==> src/hdl/drc_pkg.sv <==
`timescale 1ns / 1ps
// ----------------------------------------------------------------------------
// Dirty rectangle coalescer package
// Shared widths, opcodes and payload types of the coalescer.
// ----------------------------------------------------------------------------
package drc_pkg;

  localparam int COORD_BITS = 16;
  localparam int DIFF_W     = COORD_BITS + 1;
  localparam int AREA_W     = 2 * DIFF_W;
  localparam int CMP_W      = AREA_W + 2;
  localparam int CNT_W      = 6;
  localparam logic [CNT_W-1:0] LIMIT_RESET = CNT_W'(20);

  typedef logic signed [COORD_BITS-1:0] coord_t;

  typedef enum logic {
    OP_RECT  = 1'b0,
    OP_FLUSH = 1'b1
  } op_t;

  typedef struct packed {
    op_t    opcode;
    coord_t left;
    coord_t top;
    coord_t right;
    coord_t bottom;
  } in_t;

  typedef struct packed {
    coord_t out_left;
    coord_t out_top;
    coord_t out_right;
    coord_t out_bottom;
    logic   last;
  } out_t;

  typedef struct packed {
    logic [1:0] n;
    out_t       r0;
    out_t       r1;
  } push_t;

endpackage

==> src/hdl/dirty_rect_coalescer.sv <==
`timescale 1ns / 1ps
// ----------------------------------------------------------------------------
// Dirty rectangle coalescer
// Merges damaged rectangles into an open bounding box and emits update boxes.
// ----------------------------------------------------------------------------
// Each input transfer is registered, then handled by the combinational merge
// logic, which writes zero, one or two boxes into a two-entry result queue
// that drives the output channel. An item that emits at most one box can be
// taken every cycle while out_ready is high; one that emits two boxes holds
// back the next item until one of its boxes has left, because the single
// result port drains the queue one box per cycle. The merge limit register
// is written by cfg_we and takes effect on the next item.
module dirty_rect_coalescer (
  input  logic                       clk,
  input  logic                       rst_n,
  input  logic                       cfg_we,
  input  logic [drc_pkg::CNT_W-1:0]  cfg_data,
  input  logic                       in_valid,
  output logic                       in_ready,
  input  drc_pkg::in_t               in_data,
  output logic                       out_valid,
  input  logic                       out_ready,
  output drc_pkg::out_t              out_data
);
  import drc_pkg::*;

  logic   in_valid_r, in_valid_nxt;
  in_t    in_data_r;
  logic   space_ok;
  logic   take;
  push_t  push;

  assign take     = in_valid_r && space_ok;
  assign in_ready = !in_valid_r || space_ok;

  always_comb begin
    in_valid_nxt = in_valid_r;
    if (in_valid && in_ready) begin
      in_valid_nxt = 1'b1;
    end else if (take) begin
      in_valid_nxt = 1'b0;
    end
  end

  always_ff @(posedge clk) begin
    if (in_valid && in_ready) begin
      in_data_r <= in_data;
    end
    if (!rst_n) begin
      in_valid_r <= 1'b0;
    end else begin
      in_valid_r <= in_valid_nxt;
    end
  end

  drc_core u_core (
    .clk      (clk),
    .rst_n    (rst_n),
    .cfg_we   (cfg_we),
    .cfg_data (cfg_data),
    .take     (take),
    .item     (in_data_r),
    .push     (push)
  );

  drc_outq u_outq (
    .clk       (clk),
    .rst_n     (rst_n),
    .push      (push),
    .space_ok  (space_ok),
    .out_valid (out_valid),
    .out_ready (out_ready),
    .out_data  (out_data)
  );

endmodule

==> src/hdl/drc_core.sv <==
`timescale 1ns / 1ps
// ----------------------------------------------------------------------------
// Dirty rectangle coalescer core
// Holds the open box, the saved box and its area, the merge count and the
// limit register, and works out the boxes that one item emits.
// ----------------------------------------------------------------------------
module drc_core (
  input  logic                       clk,
  input  logic                       rst_n,
  input  logic                       cfg_we,
  input  logic [drc_pkg::CNT_W-1:0]  cfg_data,
  input  logic                       take,
  input  drc_pkg::in_t               item,
  output drc_pkg::push_t             push
);
  import drc_pkg::*;

  coord_t grow_left_r, grow_top_r, grow_right_r, grow_bottom_r;
  coord_t grow_left_nxt, grow_top_nxt, grow_right_nxt, grow_bottom_nxt;
  coord_t saved_left_r, saved_top_r, saved_right_r, saved_bottom_r;
  coord_t saved_left_nxt, saved_top_nxt, saved_right_nxt, saved_bottom_nxt;
  logic signed [AREA_W-1:0] saved_area_r, saved_area_nxt;
  logic                     box_open_r, box_open_nxt;
  logic [CNT_W-1:0]         merge_count_r, merge_count_nxt;
  logic [CNT_W-1:0]         merge_limit_r;

  coord_t base_l, base_t, base_r, base_b;
  coord_t sav_l, sav_t, sav_r, sav_b;
  coord_t gl, gt, gr, gb;
  logic signed [DIFF_W-1:0] wd, ht;
  logic signed [AREA_W-1:0] na, oa;
  logic signed [CMP_W-1:0]  na_x, oa4;
  logic                     less;
  logic [CNT_W:0]           cnt1;
  logic                     over;

  assign base_l = box_open_r ? grow_left_r   : item.left;
  assign base_t = box_open_r ? grow_top_r    : item.top;
  assign base_r = box_open_r ? grow_right_r  : item.right;
  assign base_b = box_open_r ? grow_bottom_r : item.bottom;
  assign sav_l  = box_open_r ? saved_left_r   : item.left;
  assign sav_t  = box_open_r ? saved_top_r    : item.top;
  assign sav_r  = box_open_r ? saved_right_r  : item.right;
  assign sav_b  = box_open_r ? saved_bottom_r : item.bottom;

  assign gl = (item.left   < base_l) ? item.left   : base_l;
  assign gt = (item.top    < base_t) ? item.top    : base_t;
  assign gr = (item.right  > base_r) ? item.right  : base_r;
  assign gb = (item.bottom > base_b) ? item.bottom : base_b;

  assign wd   = DIFF_W'(gr) - DIFF_W'(gl);
  assign ht   = DIFF_W'(gb) - DIFF_W'(gt);
  assign na   = AREA_W'(wd) * AREA_W'(ht);
  assign oa   = box_open_r ? saved_area_r : na;
  assign na_x = CMP_W'(na);
  assign oa4  = $signed({oa, 2'b00});
  assign less = na_x < oa4;

  assign cnt1 = less ? ({1'b0, merge_count_r} + (CNT_W+1)'(1)) : (CNT_W+1)'(1);
  assign over = cnt1 > {1'b0, merge_limit_r};

  always_comb begin
    grow_left_nxt    = grow_left_r;
    grow_top_nxt     = grow_top_r;
    grow_right_nxt   = grow_right_r;
    grow_bottom_nxt  = grow_bottom_r;
    saved_left_nxt   = saved_left_r;
    saved_top_nxt    = saved_top_r;
    saved_right_nxt  = saved_right_r;
    saved_bottom_nxt = saved_bottom_r;
    saved_area_nxt   = saved_area_r;
    box_open_nxt     = box_open_r;
    merge_count_nxt  = merge_count_r;
    push.n  = 2'd0;
    push.r0 = '{out_left: grow_left_r, out_top: grow_top_r, out_right: grow_right_r,
                out_bottom: grow_bottom_r, last: 1'b1};
    push.r1 = '{out_left: item.left, out_top: item.top, out_right: item.right,
                out_bottom: item.bottom, last: 1'b1};
    if (take) begin
      if (item.opcode == OP_FLUSH) begin
        merge_count_nxt = '0;
        box_open_nxt    = 1'b0;
        if (box_open_r) begin
          push.n = 2'd1;
        end
      end else begin
        grow_left_nxt   = gl;
        grow_top_nxt    = gt;
        grow_right_nxt  = gr;
        grow_bottom_nxt = gb;
        if (less) begin
          saved_left_nxt   = gl;
          saved_top_nxt    = gt;
          saved_right_nxt  = gr;
          saved_bottom_nxt = gb;
          saved_area_nxt   = na;
          if (over) begin
            merge_count_nxt = '0;
            box_open_nxt    = 1'b0;
            push.n  = 2'd1;
            push.r0 = '{out_left: gl, out_top: gt, out_right: gr, out_bottom: gb,
                        last: 1'b1};
          end else begin
            merge_count_nxt = cnt1[CNT_W-1:0];
            box_open_nxt    = 1'b1;
          end
        end else begin
          box_open_nxt    = 1'b0;
          merge_count_nxt = over ? '0 : cnt1[CNT_W-1:0];
          push.n  = 2'd2;
          push.r0 = '{out_left: sav_l, out_top: sav_t, out_right: sav_r, out_bottom: sav_b,
                      last: 1'b0};
        end
      end
    end
  end

  always_ff @(posedge clk) begin
    if (!rst_n) begin
      grow_left_r    <= '0;
      grow_top_r     <= '0;
      grow_right_r   <= '0;
      grow_bottom_r  <= '0;
      saved_left_r   <= '0;
      saved_top_r    <= '0;
      saved_right_r  <= '0;
      saved_bottom_r <= '0;
      saved_area_r   <= '0;
      box_open_r     <= 1'b0;
      merge_count_r  <= '0;
      merge_limit_r  <= LIMIT_RESET;
    end else begin
      grow_left_r    <= grow_left_nxt;
      grow_top_r     <= grow_top_nxt;
      grow_right_r   <= grow_right_nxt;
      grow_bottom_r  <= grow_bottom_nxt;
      saved_left_r   <= saved_left_nxt;
      saved_top_r    <= saved_top_nxt;
      saved_right_r  <= saved_right_nxt;
      saved_bottom_r <= saved_bottom_nxt;
      saved_area_r   <= saved_area_nxt;
      box_open_r     <= box_open_nxt;
      merge_count_r  <= merge_count_nxt;
      if (cfg_we) begin
        merge_limit_r <= cfg_data;
      end
    end
  end

endmodule

==> src/hdl/drc_outq.sv <==
`timescale 1ns / 1ps
// ----------------------------------------------------------------------------
// Dirty rectangle coalescer result queue
// Two-entry queue whose head is the output register of the result channel.
// ----------------------------------------------------------------------------
module drc_outq (
  input  logic            clk,
  input  logic            rst_n,
  input  drc_pkg::push_t  push,
  output logic            space_ok,
  output logic            out_valid,
  input  logic            out_ready,
  output drc_pkg::out_t   out_data
);
  import drc_pkg::*;

  out_t       q0_r, q0_nxt, q1_r, q1_nxt;
  logic [1:0] count_r, count_nxt, cnt_after;
  logic       pop;

  assign out_valid = count_r != 2'd0;
  assign out_data  = q0_r;
  assign pop       = out_valid && out_ready;
  assign space_ok  = (count_r == 2'd0) || ((count_r == 2'd1) && out_ready);
  assign cnt_after = count_r - {1'b0, pop};

  always_comb begin
    q0_nxt    = q0_r;
    q1_nxt    = q1_r;
    count_nxt = cnt_after + push.n;
    case (cnt_after)
      2'd0: begin
        q0_nxt = push.r0;
        q1_nxt = push.r1;
      end
      2'd1: begin
        q0_nxt = pop ? q1_r : q0_r;
        q1_nxt = push.r0;
      end
      default: begin
        q0_nxt = q0_r;
        q1_nxt = q1_r;
      end
    endcase
  end

  always_ff @(posedge clk) begin
    q0_r <= q0_nxt;
    q1_r <= q1_nxt;
    if (!rst_n) begin
      count_r <= 2'd0;
    end else begin
      count_r <= count_nxt;
    end
  end

  a_count_max: assert property (@(posedge clk) disable iff (!rst_n)
    count_r <= 2'd2)
    else $error("result queue holds more than two entries");

  a_no_overflow: assert property (@(posedge clk) disable iff (!rst_n)
    push.n != 2'd0 |-> (3'(cnt_after) + 3'(push.n)) <= 3'd2)
    else $error("results pushed into a full queue");

  a_pair_kept: assert property (@(posedge clk) disable iff (!rst_n)
    count_r == 2'd2 && !q0_r.last |-> q1_r.last)
    else $error("first box of a pair is not followed by the last box");

endmodule

==> config.mk <==
export PLATFORM = sky130hd
export DESIGN_NAME = dirty_rect_coalescer
export DESIGN_NICKNAME = d
export VERILOG_FILES = /design/src/hdl/drc_pkg.sv /design/src/hdl/dirty_rect_coalescer.sv /design/src/hdl/drc_core.sv /design/src/hdl/drc_outq.sv
export SDC_FILE = /design/constraint.sdc
export NUM_CORES = 2
export LEC_CHECK = 0
export BUFFER_PORTS_ARGS = -buffer_cell sky130_fd_sc_hd__buf_2
export CAP_MARGIN = 20
export CORE_UTILIZATION = 55
export DETAILED_ROUTE_END_ITERATION = 8
export HOLD_SLACK_MARGIN = 0.02
export PLACE_DENSITY_LB_ADDON = 0.1
export SETUP_SLACK_MARGIN = 0.2
export SYNTH_ARGS = -nofsm -noshare
export SYNTH_HDL_FRONTEND = slang
export SYNTH_HIERARCHICAL = 1
export SYNTH_SLANG_ARGS = --single-unit
==> constraint.sdc <==
create_clock -name clk -period 15.8 [get_ports clk]
set_input_delay 1.58 -clock clk [delete_from_list [all_inputs] [get_ports clk]]
set_output_delay 1.58 -clock clk [all_outputs]
set_load 0.01 [all_outputs]
==> metrics.yaml <==
status: "complete, but fails checks"
violations: "design-rule violations"
fin_skew_ns: 0.0281
synthArstFlopShare_pct: 0
synth_cells: 3446
cpPeakStageDelay_ns: 0.60
root_buffer: "clkbuf_16"
syn_to_final_growth_pct: 18.1
clk_pin_slew_worst_paths_ns: 0.06
die-area_um2: 61300
n_antenna_cell: 0
synth_top_area_share_pct: 18.0
synth_compound_area_share_pct: 13.9
setup_viol_count_final: 0
finalSetupTns_ns: 0
rrSetupSlack_ns: 0.29
finalCritPeriodShare_pct: 98.2
grt_max_degree: 200
synth.area.mux_share_pct: 7.40
tritoncts: "done"
ys.flop_type: "edfxtp_1"
cp_slowest_cell: "fa_1"
netlist_area_um2: 33200
hold_viol_final: 0
n_fill_cell: 4725
path_class: "reg -> reg"
via_per_inst: 5.87
rr_worst_depth: 77
wl_per_cell_um: 21.3
ys_seq_elements: 373
syn_avg_cell_area_um2: 9.63
worstSetupStartpointType: "register"
reg2reg_from: "u_core/box_open_r"
regArea_um2: 9420
ant_nets: 0
synth_edf_count: 195
grt_overflow: 0
cp.arrival_ns: 15.98
worst_slew_pin_slew_ns: 1.24
post-route-min-period_ns: 15.51
multi_input_comb_area_um2: 22400
yosys.area_share.simple_pct: 13.6
slew_headroom_pct: 17.3
start_util_pct: 55.9
max_freq_mhz: 64.5
grt_pass1_vias: 25722
grt_pass1_wl_um: 142000
antenna_found_initial: 1
ios: 143
regToRegEndpoint: "u_outq/q1_r[18]"
worstHoldStart: "u_core/saved_area_r[28]"
grt.total_usage_pct: 29.9
postCtsHoldBufs: 0
synth_top_family_by_area: "adder cells"
port_buffers: 142
yosys.area.top_type: "fa_1"
numCtsBuffers: 44
core_area_um2: 59400
synth_xor_xnor_area_share_pct: 1.87
synth-adder-area-share_pct: 26.1
dpl.hpwl_um: 66400
crit_path_frequent_cell: "buf_4"
min_to: "u_core/saved_area_r[28]"
clockBufferDepth: 3
clock_latency_ns: 0.60
vias: 26227
crit_path_end_kind: "register"
drt_iter0_drc: 1756
synth_fp_nets: 4034
drt-total-wl_um: 95200
fp.dieH_um: 248
synthTopCellsByArea: "fa_1 (18%), edfxtp_1 (18%), dfxtp_1 (11%)"
drv_slew: 0
final_cell_mix: "inv_1 (396), nand2_1 (352), fa_1 (287)"
core.rowCount: 89
drive_gt1_share_pct: 25.4
die_x_um: 248
post-place-ws_ns: -0.592
place_area_um2: 35100
final_nets: 4246
dr.pass1.iters: 8
worstHoldPathType: "reg -> reg"
drc_errors: 9
clock-sinks: 373
ys_seq_area_share_pct: 28.4
rsz0062_at_grt: "yes"
final_area_um2: 39200
htree_levels: 2
place_congestion: 0.942
cp.required_ns: 16.27
ys_types: 86
mostFrequentLayoutCell: "inv_1"
cap_violations: 0
worstPathMaxFanout: 9
setup_ws_ns: 0.288
hold_depth: 2
ys_warn_count: 6
==> cell type report <==
| type | instances | area share (%) |
|---|---|---|
| Tap cell | 773 | 2.47 |
| Clock inverter | 18 | 0.744 |
| Inverter | 409 | 3.92 |
| Sequential cell | 373 | 24.0 |
| Timing Repair Buffer | 412 | 8.51 |
| Clock buffer | 63 | 3.09 |
| Multi-Input combinational cell | 2418 | 57.2 |
==> layer usage <==
layer	GRT usage, %	up-vias	wire (um)
li1	-	12070	-
met1	40.6	13064	40400
met2	49.7	905	45900
met3	3.98	188	6050
met4	8.73	0	2950
met5	0	-	0
==> flip-flops by register name, summed over array words and instances (netlist names) <==
name                   count
u_core/saved_top_r        16
u_core/grow_top_r         16
u_core/saved_bottom_r     16
u_core/grow_bottom_r      16
in_valid_r                 1
u_core/grow_right_r       16
u_core/saved_area_r       34
in_data_r                 65
u_core/merge_limit_r       6
u_outq/count_r             2
u_core/saved_left_r       16
u_outq/out_data           65
u_core/box_open_r          1
u_outq/q1_r               65
u_core/merge_count_r       6
u_core/saved_right_r      16
u_core/grow_left_r        16
==> worst max-delay path, delay by kind of cell (launching register included) <==
family / cells / cell delay, ns
adder cells (fa/ha/maj): 11 / 4.35
multiplexers: 1 / 0.18
AO/OA/AOI/OAI: 27 / 4.76
XOR/XNOR: 2 / 0.46
flip-flops: 1 / 0.40
AND/OR/NAND/NOR: 17 / 2.58
buffers and inverters: 19 / 2.62
==> cells in the mapped netlist, types with 11 or more instances <==
| cell type | instances |
|---|---|
| o21ai_0 | 107 |
| o21bai_1 | 11 |
| a211oi_1 | 18 |
| o31ai_1 | 75 |
| o221ai_1 | 16 |
| clkbuf_1 | 108 |
| buf_2 | 34 |
| edfxtp_1 | 195 |
| a21oi_1 | 257 |
| buf_6 | 17 |
| inv_1 | 407 |
| xor2_1 | 23 |
| nand2b_1 | 35 |
| mux2i_1 | 60 |
| buf_4 | 74 |
| buf_1 | 13 |
| nand3_1 | 116 |
| nor2b_1 | 71 |
| and2_1 | 81 |
| mux2_4 | 100 |
| or2_2 | 15 |
| fa_1 | 298 |
| o221ai_2 | 50 |
| mux2_2 | 30 |
| nor2_1 | 186 |
| nand2_1 | 399 |
| dfxtp_1 | 178 |
| ha_1 | 214 |
| xnor2_1 | 48 |
| a21o_1 | 51 |
| nand4_1 | 20 |
==> what timing repair did <==
item / CTS / global route
endpoints found under the setup margin: 133 / 137
buffers inserted: 21 / 66
pin swaps: 18 / 107
gates cloned: 3 / 11
gates resized for setup: 49 / 326
==> worst max path at each step <==
stage | start | to | slack (ns) | cells past startpoint
6_report | u_core/box_open_r | u_outq/q1_r[18] | 0.29 | 77
4_1_cts | u_core/box_open_r | u_outq/count_r[1] | 0.21 | 75
3_5_place_dp | u_core/box_open_r | u_outq/q1_r[15] | -0.59 | 72
2_1_floorplan | u_core/box_open_r | u_outq/q1_r[10] | 0.22 | 71
5_1_grt | u_core/box_open_r | u_outq/out_data[56] | -0.28 | 76
3_3_place_gp | u_core/box_open_r | u_outq/q1_r[15] | -0.44 | 71
==> cells by family (layout without fill, tap and decap cells) <==
| kind of cell | Yosys count | after routing |
|---|---|---|
| AO/OA/AOI/OAI | 671 | 671 |
| XOR/XNOR | 71 | 71 |
| adder cells (fa/ha/maj) | 513 | 513 |
| buffers and inverters | 655 | 902 |
| flip-flops | 373 | 373 |
| multiplexers | 191 | 191 |
| other | 1 | 1 |
| AND/OR/NAND/NOR | 971 | 971 |
==> through the flow <==
stage | instances | util [%] | hold slack, ns
after floorplan | 3446 | - | 0.431
after global placement | 4284 | 59.1 | 0.442
after detailed placement | 4284 | 59.1 | 0.456
after CTS | 4389 | 62.4 | 0.466
after global routing | 4466 | 66.0 | 0.488
final | 4466 | 66.0 | 0.462
Power is not shown: default switching activity piles up to over one toggle a cycle in this logic, so the estimate is an artifact.
